<file path="src/rtl/assert_macros.svh">
// Assertion macros shared by the RTL files of the radix digit converter.
`ifndef ASSERT_MACROS_SVH
`define ASSERT_MACROS_SVH

// Check a property on every rising clk edge outside reset.
`define SIRD_ASSERT(lbl, prop, msg) \
  lbl: assert property (@(posedge clk) disable iff (!rst_n) prop) \
    else $error(msg);

// Check that a condition is followed by another one in the next cycle.
`define SIRD_ASSERT_NEXT(lbl, cond, nxt_cond, msg) \
  `SIRD_ASSERT(lbl, (cond) |=> (nxt_cond), msg)

`endif

</file>
<file path="src/rtl/sird_pkg.sv">
// Types, constants and helper functions of the radix digit converter.
package sird_pkg;

  // Alphabet limits
  localparam int MAX_RADIX   = 16;
  localparam int ALPHA_BYTES = 16;
  localparam int ALPHA_W     = ALPHA_BYTES * 8;

  // Depth of the queue between front and back
  localparam int QUEUE_DEPTH = 2;

  // Magnitude word and division steps (one byte of quotient per step)
  localparam int MAG_W = 32;
  localparam logic [1:0] STEP_LAST = 2'd3;

  // Character codes
  localparam logic [7:0] CHAR_PLUS  = 8'h2B;
  localparam logic [7:0] CHAR_MINUS = 8'h2D;
  localparam logic [7:0] CHAR_LOW   = 8'd33;
  localparam logic [7:0] CHAR_HIGH  = 8'd126;
  localparam logic [4:0] RADIX_MIN  = 5'd2;

  // Register reset values
  localparam logic [4:0]  RADIX_RST      = 5'd10;
  localparam logic [63:0] ALPHA_LOW_RST  = 64'h3736353433323130;
  localparam logic [63:0] ALPHA_HIGH_RST = 64'h0000000000003938;

  // Configuration register indexes
  typedef enum logic [1:0] {
    CFG_RADIX      = 2'd0,
    CFG_ALPHA_LOW  = 2'd1,
    CFG_ALPHA_HIGH = 2'd2
  } cfg_idx_t;

  // One queued number: sign and magnitude
  typedef struct packed {
    logic             neg;
    logic [MAG_W-1:0] mag;
  } item_t;

  // Back end sequencer states
  typedef enum logic [2:0] {
    ST_IDLE,
    ST_DIV,
    ST_SIGN,
    ST_READ,
    ST_LOAD
  } back_state_t;

  // Pick alphabet character k
  function automatic logic [7:0] alpha_char(input logic [ALPHA_W-1:0] alpha,
                                            input logic [3:0] k);
    return alpha[{k, 3'b000} +: 8];
  endfunction

endpackage

</file>
<file path="src/rtl/signed_int_to_radix_digits.sv">
// Top level of the signed integer to radix digit converter.
//
// Usage: numbers enter on in_valid/in_ready/in_number; characters leave on
// out_valid/out_ready/out_char/out_last, most significant digit first, with
// a leading '-' for negative numbers and out_last on the final character.
// The cfg_we/cfg_index/cfg_wdata port writes radix, alphabet_low and
// alphabet_high; write them only while no number is in flight. A number
// that meets an invalid alphabet is taken and dropped with no output.
// A front end checks the alphabet and queues sign and magnitude in a
// two-entry queue; the back end divides by the radix one quotient byte per
// cycle, then sends the sign and reads each digit character through the
// registered read port of the store.
// Reset: synchronous, active low; restores radix 10 and alphabet
// "0123456789" and empties the queue and the output register.
// A stalled receiver holds the output register; the back end waits and
// the queue fills, after which in_ready drops.
module signed_int_to_radix_digits
  import sird_pkg::*;
#(
  parameter int DIGIT_DEPTH = 32
) (
  input  logic               clk,
  input  logic               rst_n,
  input  logic               in_valid,
  output logic               in_ready,
  input  logic signed [31:0] in_number,
  output logic               out_valid,
  input  logic               out_ready,
  output logic [7:0]         out_char,
  output logic               out_last,
  input  logic               cfg_we,
  input  logic [1:0]         cfg_index,
  input  logic [63:0]        cfg_wdata
);

  logic [4:0]         radix_r;
  logic [63:0]        alpha_low_r;
  logic [63:0]        alpha_high_r;
  logic [ALPHA_W-1:0] alpha;

  logic  q_push;
  logic  q_pop;
  logic  q_full;
  logic  q_empty;
  item_t q_in;
  item_t q_out;

  // Configuration registers
  always_ff @(posedge clk) begin
    if (!rst_n) begin
      radix_r      <= RADIX_RST;
      alpha_low_r  <= ALPHA_LOW_RST;
      alpha_high_r <= ALPHA_HIGH_RST;
    end else if (cfg_we) begin
      unique case (cfg_index)
        CFG_RADIX:      radix_r      <= cfg_wdata[4:0];
        CFG_ALPHA_LOW:  alpha_low_r  <= cfg_wdata;
        CFG_ALPHA_HIGH: alpha_high_r <= cfg_wdata;
        default:        radix_r      <= radix_r;
      endcase
    end
  end

  assign alpha = {alpha_high_r, alpha_low_r};

  sird_front u_front (
    .in_valid  (in_valid),
    .in_ready  (in_ready),
    .in_number (in_number),
    .radix     (radix_r),
    .alpha     (alpha),
    .q_full    (q_full),
    .q_push    (q_push),
    .q_item    (q_in)
  );

  sird_fifo u_queue (
    .clk       (clk),
    .rst_n     (rst_n),
    .push      (q_push),
    .push_item (q_in),
    .full      (q_full),
    .pop       (q_pop),
    .pop_item  (q_out),
    .empty     (q_empty)
  );

  sird_back #(
    .DIGIT_DEPTH (DIGIT_DEPTH)
  ) u_back (
    .clk       (clk),
    .rst_n     (rst_n),
    .radix     (radix_r),
    .alpha     (alpha),
    .q_empty   (q_empty),
    .q_item    (q_out),
    .q_pop     (q_pop),
    .out_valid (out_valid),
    .out_ready (out_ready),
    .out_char  (out_char),
    .out_last  (out_last)
  );

endmodule

</file>
<file path="src/rtl/sird_ram.sv">
// Generic single-write, single-read RAM with registered read data.
module sird_ram #(
  parameter int WIDTH = 4,
  parameter int DEPTH = 32
) (
  input  logic                     clk,
  input  logic                     we,
  input  logic [$clog2(DEPTH)-1:0] waddr,
  input  logic [WIDTH-1:0]         wdata,
  input  logic                     re,
  input  logic [$clog2(DEPTH)-1:0] raddr,
  output logic [WIDTH-1:0]         rdata
);

  logic [WIDTH-1:0] mem_r [DEPTH];
  logic [WIDTH-1:0] rdata_r;

  // Write port
  always_ff @(posedge clk) begin
    if (we) begin
      mem_r[waddr] <= wdata;
    end
  end

  // Registered read port, holds while re is low
  always_ff @(posedge clk) begin
    if (re) begin
      rdata_r <= mem_r[raddr];
    end
  end

  assign rdata = rdata_r;

endmodule

</file>
<file path="src/rtl/sird_front.sv">
// Front end: accepts numbers, checks the alphabet and forms sign and magnitude.
module sird_front
  import sird_pkg::*;
(
  input  logic               in_valid,
  output logic               in_ready,
  input  logic signed [31:0] in_number,
  input  logic [4:0]         radix,
  input  logic [ALPHA_W-1:0] alpha,
  input  logic               q_full,
  output logic               q_push,
  output item_t              q_item
);

  logic        alpha_bad;
  logic [31:0] raw;

  // Flag a radix out of range, a forbidden character or a repeated one
  always_comb begin
    logic [7:0] c_a;
    alpha_bad = (radix < RADIX_MIN) || (radix > 5'(MAX_RADIX));
    for (int a = 0; a < ALPHA_BYTES; a++) begin
      c_a = alpha[a*8 +: 8];
      if (radix > 5'(a)) begin
        if (c_a < CHAR_LOW || c_a > CHAR_HIGH || c_a == CHAR_PLUS || c_a == CHAR_MINUS) begin
          alpha_bad = 1'b1;
        end
        for (int b = a + 1; b < ALPHA_BYTES; b++) begin
          if (radix > 5'(b) && alpha[b*8 +: 8] == c_a) begin
            alpha_bad = 1'b1;
          end
        end
      end
    end
  end

  // Take a number whenever the queue has room; drop it on a bad alphabet
  assign in_ready = !q_full;
  assign q_push   = in_valid && !q_full && !alpha_bad;

  // Two's complement magnitude, the most negative value maps to 2^31
  assign raw        = unsigned'(in_number);
  assign q_item.neg = raw[31];
  assign q_item.mag = raw[31] ? (32'd0 - raw) : raw;

endmodule

</file>
<file path="src/rtl/sird_fifo.sv">
// Short queue of numbers between the front and back ends.
`include "assert_macros.svh"
module sird_fifo
  import sird_pkg::*;
(
  input  logic  clk,
  input  logic  rst_n,
  input  logic  push,
  input  item_t push_item,
  output logic  full,
  input  logic  pop,
  output item_t pop_item,
  output logic  empty
);

  localparam int PW = (QUEUE_DEPTH > 1) ? $clog2(QUEUE_DEPTH) : 1;
  localparam int CW = $clog2(QUEUE_DEPTH + 1);

  item_t         entry_r [QUEUE_DEPTH];
  logic [PW-1:0] wr_ptr_r;
  logic [PW-1:0] rd_ptr_r;
  logic [CW-1:0] count_r;

  assign full     = (count_r == CW'(QUEUE_DEPTH));
  assign empty    = (count_r == '0);
  assign pop_item = entry_r[rd_ptr_r];

  // Store pushed entries
  always_ff @(posedge clk) begin
    if (push) begin
      entry_r[wr_ptr_r] <= push_item;
    end
  end

  // Advance pointers and the fill count
  always_ff @(posedge clk) begin
    if (!rst_n) begin
      wr_ptr_r <= '0;
      rd_ptr_r <= '0;
      count_r  <= '0;
    end else begin
      if (push) begin
        wr_ptr_r <= (wr_ptr_r == PW'(QUEUE_DEPTH - 1)) ? '0 : wr_ptr_r + 1'b1;
      end
      if (pop) begin
        rd_ptr_r <= (rd_ptr_r == PW'(QUEUE_DEPTH - 1)) ? '0 : rd_ptr_r + 1'b1;
      end
      if (push && !pop) begin
        count_r <= count_r + 1'b1;
      end else if (pop && !push) begin
        count_r <= count_r - 1'b1;
      end
    end
  end

  `SIRD_ASSERT(a_no_underflow, pop |-> (count_r != '0), "queue popped while empty")
  `SIRD_ASSERT(a_count_bound, count_r <= CW'(QUEUE_DEPTH), "queue count beyond depth")

endmodule

</file>
<file path="src/rtl/sird_back.sv">
// Back end: divides the magnitude into digits, then sends sign and characters.
`include "assert_macros.svh"
module sird_back
  import sird_pkg::*;
#(
  parameter int DIGIT_DEPTH = 32
) (
  input  logic               clk,
  input  logic               rst_n,
  input  logic [4:0]         radix,
  input  logic [ALPHA_W-1:0] alpha,
  input  logic               q_empty,
  input  item_t              q_item,
  output logic               q_pop,
  output logic               out_valid,
  input  logic               out_ready,
  output logic [7:0]         out_char,
  output logic               out_last
);

  localparam int AW = $clog2(DIGIT_DEPTH);

  back_state_t      state_r, state_nxt;
  logic [MAG_W-1:0] work_r, work_nxt;
  logic [3:0]       rem_r, rem_nxt;
  logic [1:0]       step_r;
  logic [AW-1:0]    pos_r;
  logic             neg_r;
  logic [7:0]       qbyte;
  logic             div_done;

  logic             out_valid_r;
  logic [7:0]       out_char_r, out_char_nxt;
  logic             out_last_r, out_last_nxt;
  logic             out_free;
  logic             out_load;

  logic             ram_we;
  logic             ram_re;
  logic [3:0]       ram_rdata;

  // Digit store: least significant digit at address zero
  sird_ram #(
    .WIDTH (4),
    .DEPTH (DIGIT_DEPTH)
  ) u_digits (
    .clk   (clk),
    .we    (ram_we),
    .waddr (pos_r),
    .wdata (rem_nxt),
    .re    (ram_re),
    .raddr (pos_r),
    .rdata (ram_rdata)
  );

  // One quotient byte per cycle by restoring long division
  always_comb begin
    logic [4:0] r;
    logic [4:0] t;
    r     = {1'b0, rem_r};
    qbyte = '0;
    for (int i = 7; i >= 0; i--) begin
      t = {r[3:0], work_r[24 + i]};
      if (t >= radix) begin
        r        = t - radix;
        qbyte[i] = 1'b1;
      end else begin
        r = t;
      end
    end
    rem_nxt  = r[3:0];
    work_nxt = {work_r[23:0], qbyte};
  end

  assign div_done = (work_nxt == '0) || (pos_r == AW'(DIGIT_DEPTH - 1));
  assign out_free = !out_valid_r || out_ready;

  // Next state
  always_comb begin
    state_nxt = state_r;
    unique case (state_r)
      ST_IDLE: begin
        if (!q_empty) state_nxt = ST_DIV;
      end
      ST_DIV: begin
        if (step_r == STEP_LAST && div_done) state_nxt = neg_r ? ST_SIGN : ST_READ;
      end
      ST_SIGN: begin
        if (out_free) state_nxt = ST_READ;
      end
      ST_READ: begin
        state_nxt = ST_LOAD;
      end
      ST_LOAD: begin
        if (out_free) state_nxt = (pos_r == '0) ? ST_IDLE : ST_READ;
      end
      default: begin
        state_nxt = ST_IDLE;
      end
    endcase
  end

  // Sequencer outputs
  always_comb begin
    q_pop        = 1'b0;
    ram_we       = 1'b0;
    ram_re       = 1'b0;
    out_load     = 1'b0;
    out_char_nxt = CHAR_MINUS;
    out_last_nxt = 1'b0;
    unique case (state_r)
      ST_IDLE: begin
        q_pop = !q_empty;
      end
      ST_DIV: begin
        ram_we = (step_r == STEP_LAST);
      end
      ST_SIGN: begin
        out_load = out_free;
      end
      ST_READ: begin
        ram_re = 1'b1;
      end
      ST_LOAD: begin
        out_load     = out_free;
        out_char_nxt = alpha_char(alpha, ram_rdata);
        out_last_nxt = (pos_r == '0);
      end
      default: begin
        q_pop = 1'b0;
      end
    endcase
  end

  // State and output valid
  always_ff @(posedge clk) begin
    if (!rst_n) begin
      state_r     <= ST_IDLE;
      out_valid_r <= 1'b0;
    end else begin
      state_r <= state_nxt;
      if (out_load) begin
        out_valid_r <= 1'b1;
      end else if (out_ready) begin
        out_valid_r <= 1'b0;
      end
    end
  end

  // Division and digit position datapath
  always_ff @(posedge clk) begin
    if (q_pop) begin
      work_r <= q_item.mag;
      neg_r  <= q_item.neg;
      rem_r  <= '0;
      step_r <= '0;
      pos_r  <= '0;
    end else if (state_r == ST_DIV) begin
      work_r <= work_nxt;
      step_r <= step_r + 1'b1;
      if (step_r == STEP_LAST && !div_done) begin
        pos_r <= pos_r + 1'b1;
        rem_r <= '0;
      end else begin
        rem_r <= rem_nxt;
      end
    end else if (state_r == ST_LOAD && out_load && pos_r != '0) begin
      pos_r <= pos_r - 1'b1;
    end
  end

  // Output payload register
  always_ff @(posedge clk) begin
    if (out_load) begin
      out_char_r <= out_char_nxt;
      out_last_r <= out_last_nxt;
    end
  end

  assign out_valid = out_valid_r;
  assign out_char  = out_char_r;
  assign out_last  = out_last_r;

  `SIRD_ASSERT(a_rem_below_radix, (state_r == ST_DIV) |-> ({1'b0, rem_r} < radix), "rem too big")
  `SIRD_ASSERT_NEXT(a_last_idle, out_load && out_last_nxt, state_r == ST_IDLE, "busy after last")

endmodule
</file>
<file path="config.mk">
export PLATFORM = sky130hd
export DESIGN_NAME = signed_int_to_radix_digits
export DESIGN_NICKNAME = d
export VERILOG_FILES = /design/src/rtl/sird_pkg.sv /design/src/rtl/signed_int_to_radix_digits.sv /design/src/rtl/sird_ram.sv /design/src/rtl/sird_front.sv /design/src/rtl/sird_fifo.sv /design/src/rtl/sird_back.sv
export VERILOG_INCLUDE_DIRS = /design/src /design/src/rtl
export SDC_FILE = /design/constraint.sdc
export NUM_CORES = 2
export LEC_CHECK = 0
export BUFFER_PORTS_ARGS = -buffer_cell sky130_fd_sc_hd__buf_2
export CORE_MARGIN = 5
export CORE_UTILIZATION = 32
export DETAILED_ROUTE_END_ITERATION = 10
export PLACE_DENSITY = 0.57
export SYNTH_ARGS = -nofsm -noshare
export SYNTH_HDL_FRONTEND = slang
export SYNTH_SLANG_ARGS = --single-unit
export TNS_END_PERCENT = 100
</file>
<file path="constraint.sdc">
create_clock -name clk -period 28.4 [get_ports clk]
set_input_delay 4.26 -clock clk [delete_from_list [all_inputs] [get_ports clk]]
set_output_delay 4.26 -clock clk [all_outputs]
set_load 0.01 [all_outputs]
</file>
==> flow_summary.toml <==
[yosys]
ys.flop_type = "edfxtp_1"
ys_top_cells_by_count = "xnor2_1, nand2_1, xor2_1"
syn_area_sq_mm = 0.0310
postSynthAreaPerCell_sq_um = 9.28
synthArstFlopShare = 0
synthCells = 3338
syn-num-nets = 3496
yosys_warnings = 0
netlist_top_cells_area = "edfxtp_1, xnor2_1, dfxtp_1"
synth_top_area_cell = "edfxtp_1"
synth_enable_flop_cells = 240
yosysUniqueCellTypes = 75
ys_ff_latch = 393
ys_seq_area_frac = 0.332
yosysMostFrequentCell = "xnor2_1"
netlist.area_leader.share = 0.233

[timing]
fin_crit_ns = 13.80
worstMarginPinSlew_ns = 1.19
setup_tns_ns = 0
relSlewSlack = 0.206
slew_viol_final = 0
fmax_mhz = 72.5
rsz0062_at_grt = "false"
setup_viol = 0
period_share = 0.486
hold_violations = 0
final.setup_skew_ns = 0.0365

[clock_network]
ctsResizeCount = 0
numCtsBuffers = 42
cts-root-buf = "clkbuf_16"
post_cts_buffers = 0
h-tree-depth = 2
clk_pin_slew_ns = 0.07
cts_hold_buf = 0
clock_sinks = 393
clock_latency_ns = 0.63
cts_tree = "built"
cts_buffer_depth = 3

[global_routing]
grt_max_degree = 65
overflow = 0
grt_first_pass_wirelength_um = 165000
grt_antenna_before_repair = 6
grtUsageTotal = 0.209
grt_pass1_vias = 25100

[setup_path]
cp-end-kind = "flop"
critPathArrivalTime_ns = 14.32
path_buf_inv = 3
startpoint_type = "flop"
criticalPathCategory = "flop to flop"
slowest_stage = "mux2_2"
path_delay_family = "compound AO/OA/AOI/OAI gates"
required_ns = 28.92
timing.critical_path.mode_cell = "a21o_1"
crit_fanout = 33
max_stage_delay_ns = 0.66

[die]
fp-row-count = 114
core-area_sq_mm = 0.0964
ioPinCount = 114
initial_utilization = 0.321
fp.dieH_um = 321
dieArea_sq_mm = 0.103
die_x_um = 321

[layout]
finalInstanceArea_sq_mm = 0.0343
fill_cells = 10000
regArea_sq_mm = 0.0103
multiInputGateArea_sq_mm = 0.0190
areaGrowthSynthToFinish_pct = 10.7
drive_gt1_frac = 0.139
fin_nets = 3449

[route]
drtAntennaViolNets = 0
wl_um = 112000
post_drt_wl_per_cell_um = 24.2
drc = 0
route.vias.total = 26100
vias_per_cell = 5.68
drtIter0Drc = 2767
dr.pass1.iters = 7

[place]
gp_congestion = 1.01
dp_hpwl_um = 69900
portBuffers = 113
dpl_cell_area_sq_mm = 0.0328

[run]
maxCapViolations = 0

[status]
status = "finished, final reports clean"

[worst_hold_path]
worstHoldPathType = "flop to flop"
path summary, 6_finish.rpt:
check,slack (ns),from,to,cells after the start
min,0.45,alpha_high_r[51]$_SDFFE_PN0P_,alpha_high_r[51]$_SDFFE_PN0P_,2
max,14.60,radix_r[1]$_SDFFE_PN1P_,u_back.rem_r[2]$_SDFFE_PP0P_,52
max reg2reg,14.60,radix_r[1]$_SDFFE_PN1P_,u_back.rem_r[2]$_SDFFE_PP0P_,52
min reg2reg,0.45,alpha_high_r[51]$_SDFFE_PN0P_,alpha_high_r[51]$_SDFFE_PN0P_,2
flip-flops by register name, summed over array words and instances (netlist names), named ones only:
| register | flops |
|---|---|
| u_back.u_digits.mem_r | 128 |
| u_back.step_r | 2 |
| u_queue.count_r | 2 |
| u_back.out_last | 1 |
| radix_r | 5 |
| alpha_low_r | 64 |
| u_back.out_valid | 1 |
| u_back.pos_r | 5 |
| alpha_high_r | 64 |
| u_back.rem_r | 4 |
| u_back.work_r | 32 |
| u_queue.entry_r | 66 |
| u_queue.rd_ptr_r | 1 |
| u_queue.wr_ptr_r | 1 |
| u_back.state_r | 3 |
| u_back.out_char | 8 |
| u_back.u_digits.rdata | 4 |
| u_back.neg_r | 1 |
cells in the final DEF, fill, tap and decap left out, drive strengths merged, types with 101 or more instances in the layout:
cell,Yosys,routed
xnor2,736,736
nand2,339,339
xor2,269,269
buf,247,262
edfxtp,240,240
nand4,180,180
a21oi,160,160
dfxtp,153,153
nor3,101,101
nor4,101,101
metal layers:
layer | vias up | wire length, um | global-route usage | share of wire
met1 | 12600 | 44400 | 0.276 | 0.40
li1 | 11500 | - | - | -
met4 | 2 | 6230 | 0.0953 | 0.056
met3 | 430 | 12800 | 0.0545 | 0.11
met5 | - | 13 | 0 | 0.00012
met2 | 1578 | 48100 | 0.321 | 0.43
worst reg2reg max path: cells and delay by family, from the launching register on:
kind | cells | cell delay (ns)
mux | 6 | 2.46
flops | 1 | 0.61
simple gates | 4 | 0.47
buf+inv | 3 | 0.63
compound gates | 31 | 6.86
fa+ha+maj | 8 | 2.59
area by class of cell:
class                           instances  area share
Multi-Input combinational cell       2530       0.555
Sequential cell                       393       0.300
Timing Repair Buffer                  262      0.0491
Tap cell                             1276      0.0466
Clock buffer                           62      0.0361
Inverter                               62     0.00682
Clock inverter                         15     0.00639
Antenna cell                            2    0.000146
cells by family after synthesis:
kind of cell | synth area share
AO/OA/AOI/OAI | 0.0750
adder cells (fa/ha/maj) | 0.0244
flip-flops | 0.332
multiplexers | 0.0712
AND/OR/NAND/NOR | 0.158
buffers and inverters | 0.0552
XOR/XNOR | 0.284
per-stage QoR:
step / setup WS [ns] / instances / hold slack (ns) / util
4_1_cts: 14.55 / 4600 / 0.456 / 0.356
6_report: 14.60 / 4602 / 0.454 / 0.356
2_1_floorplan: 15.19 / 3338 / 0.440 / -
3_5_place_dp: 14.61 / 4523 / 0.448 / 0.340
5_1_grt: 13.43 / 4600 / 0.478 / 0.356
3_3_place_gp: 14.75 / 4523 / 0.442 / 0.340
Power is not shown: default switching activity piles up to over one toggle a cycle in this logic, so the estimate is an artifact.
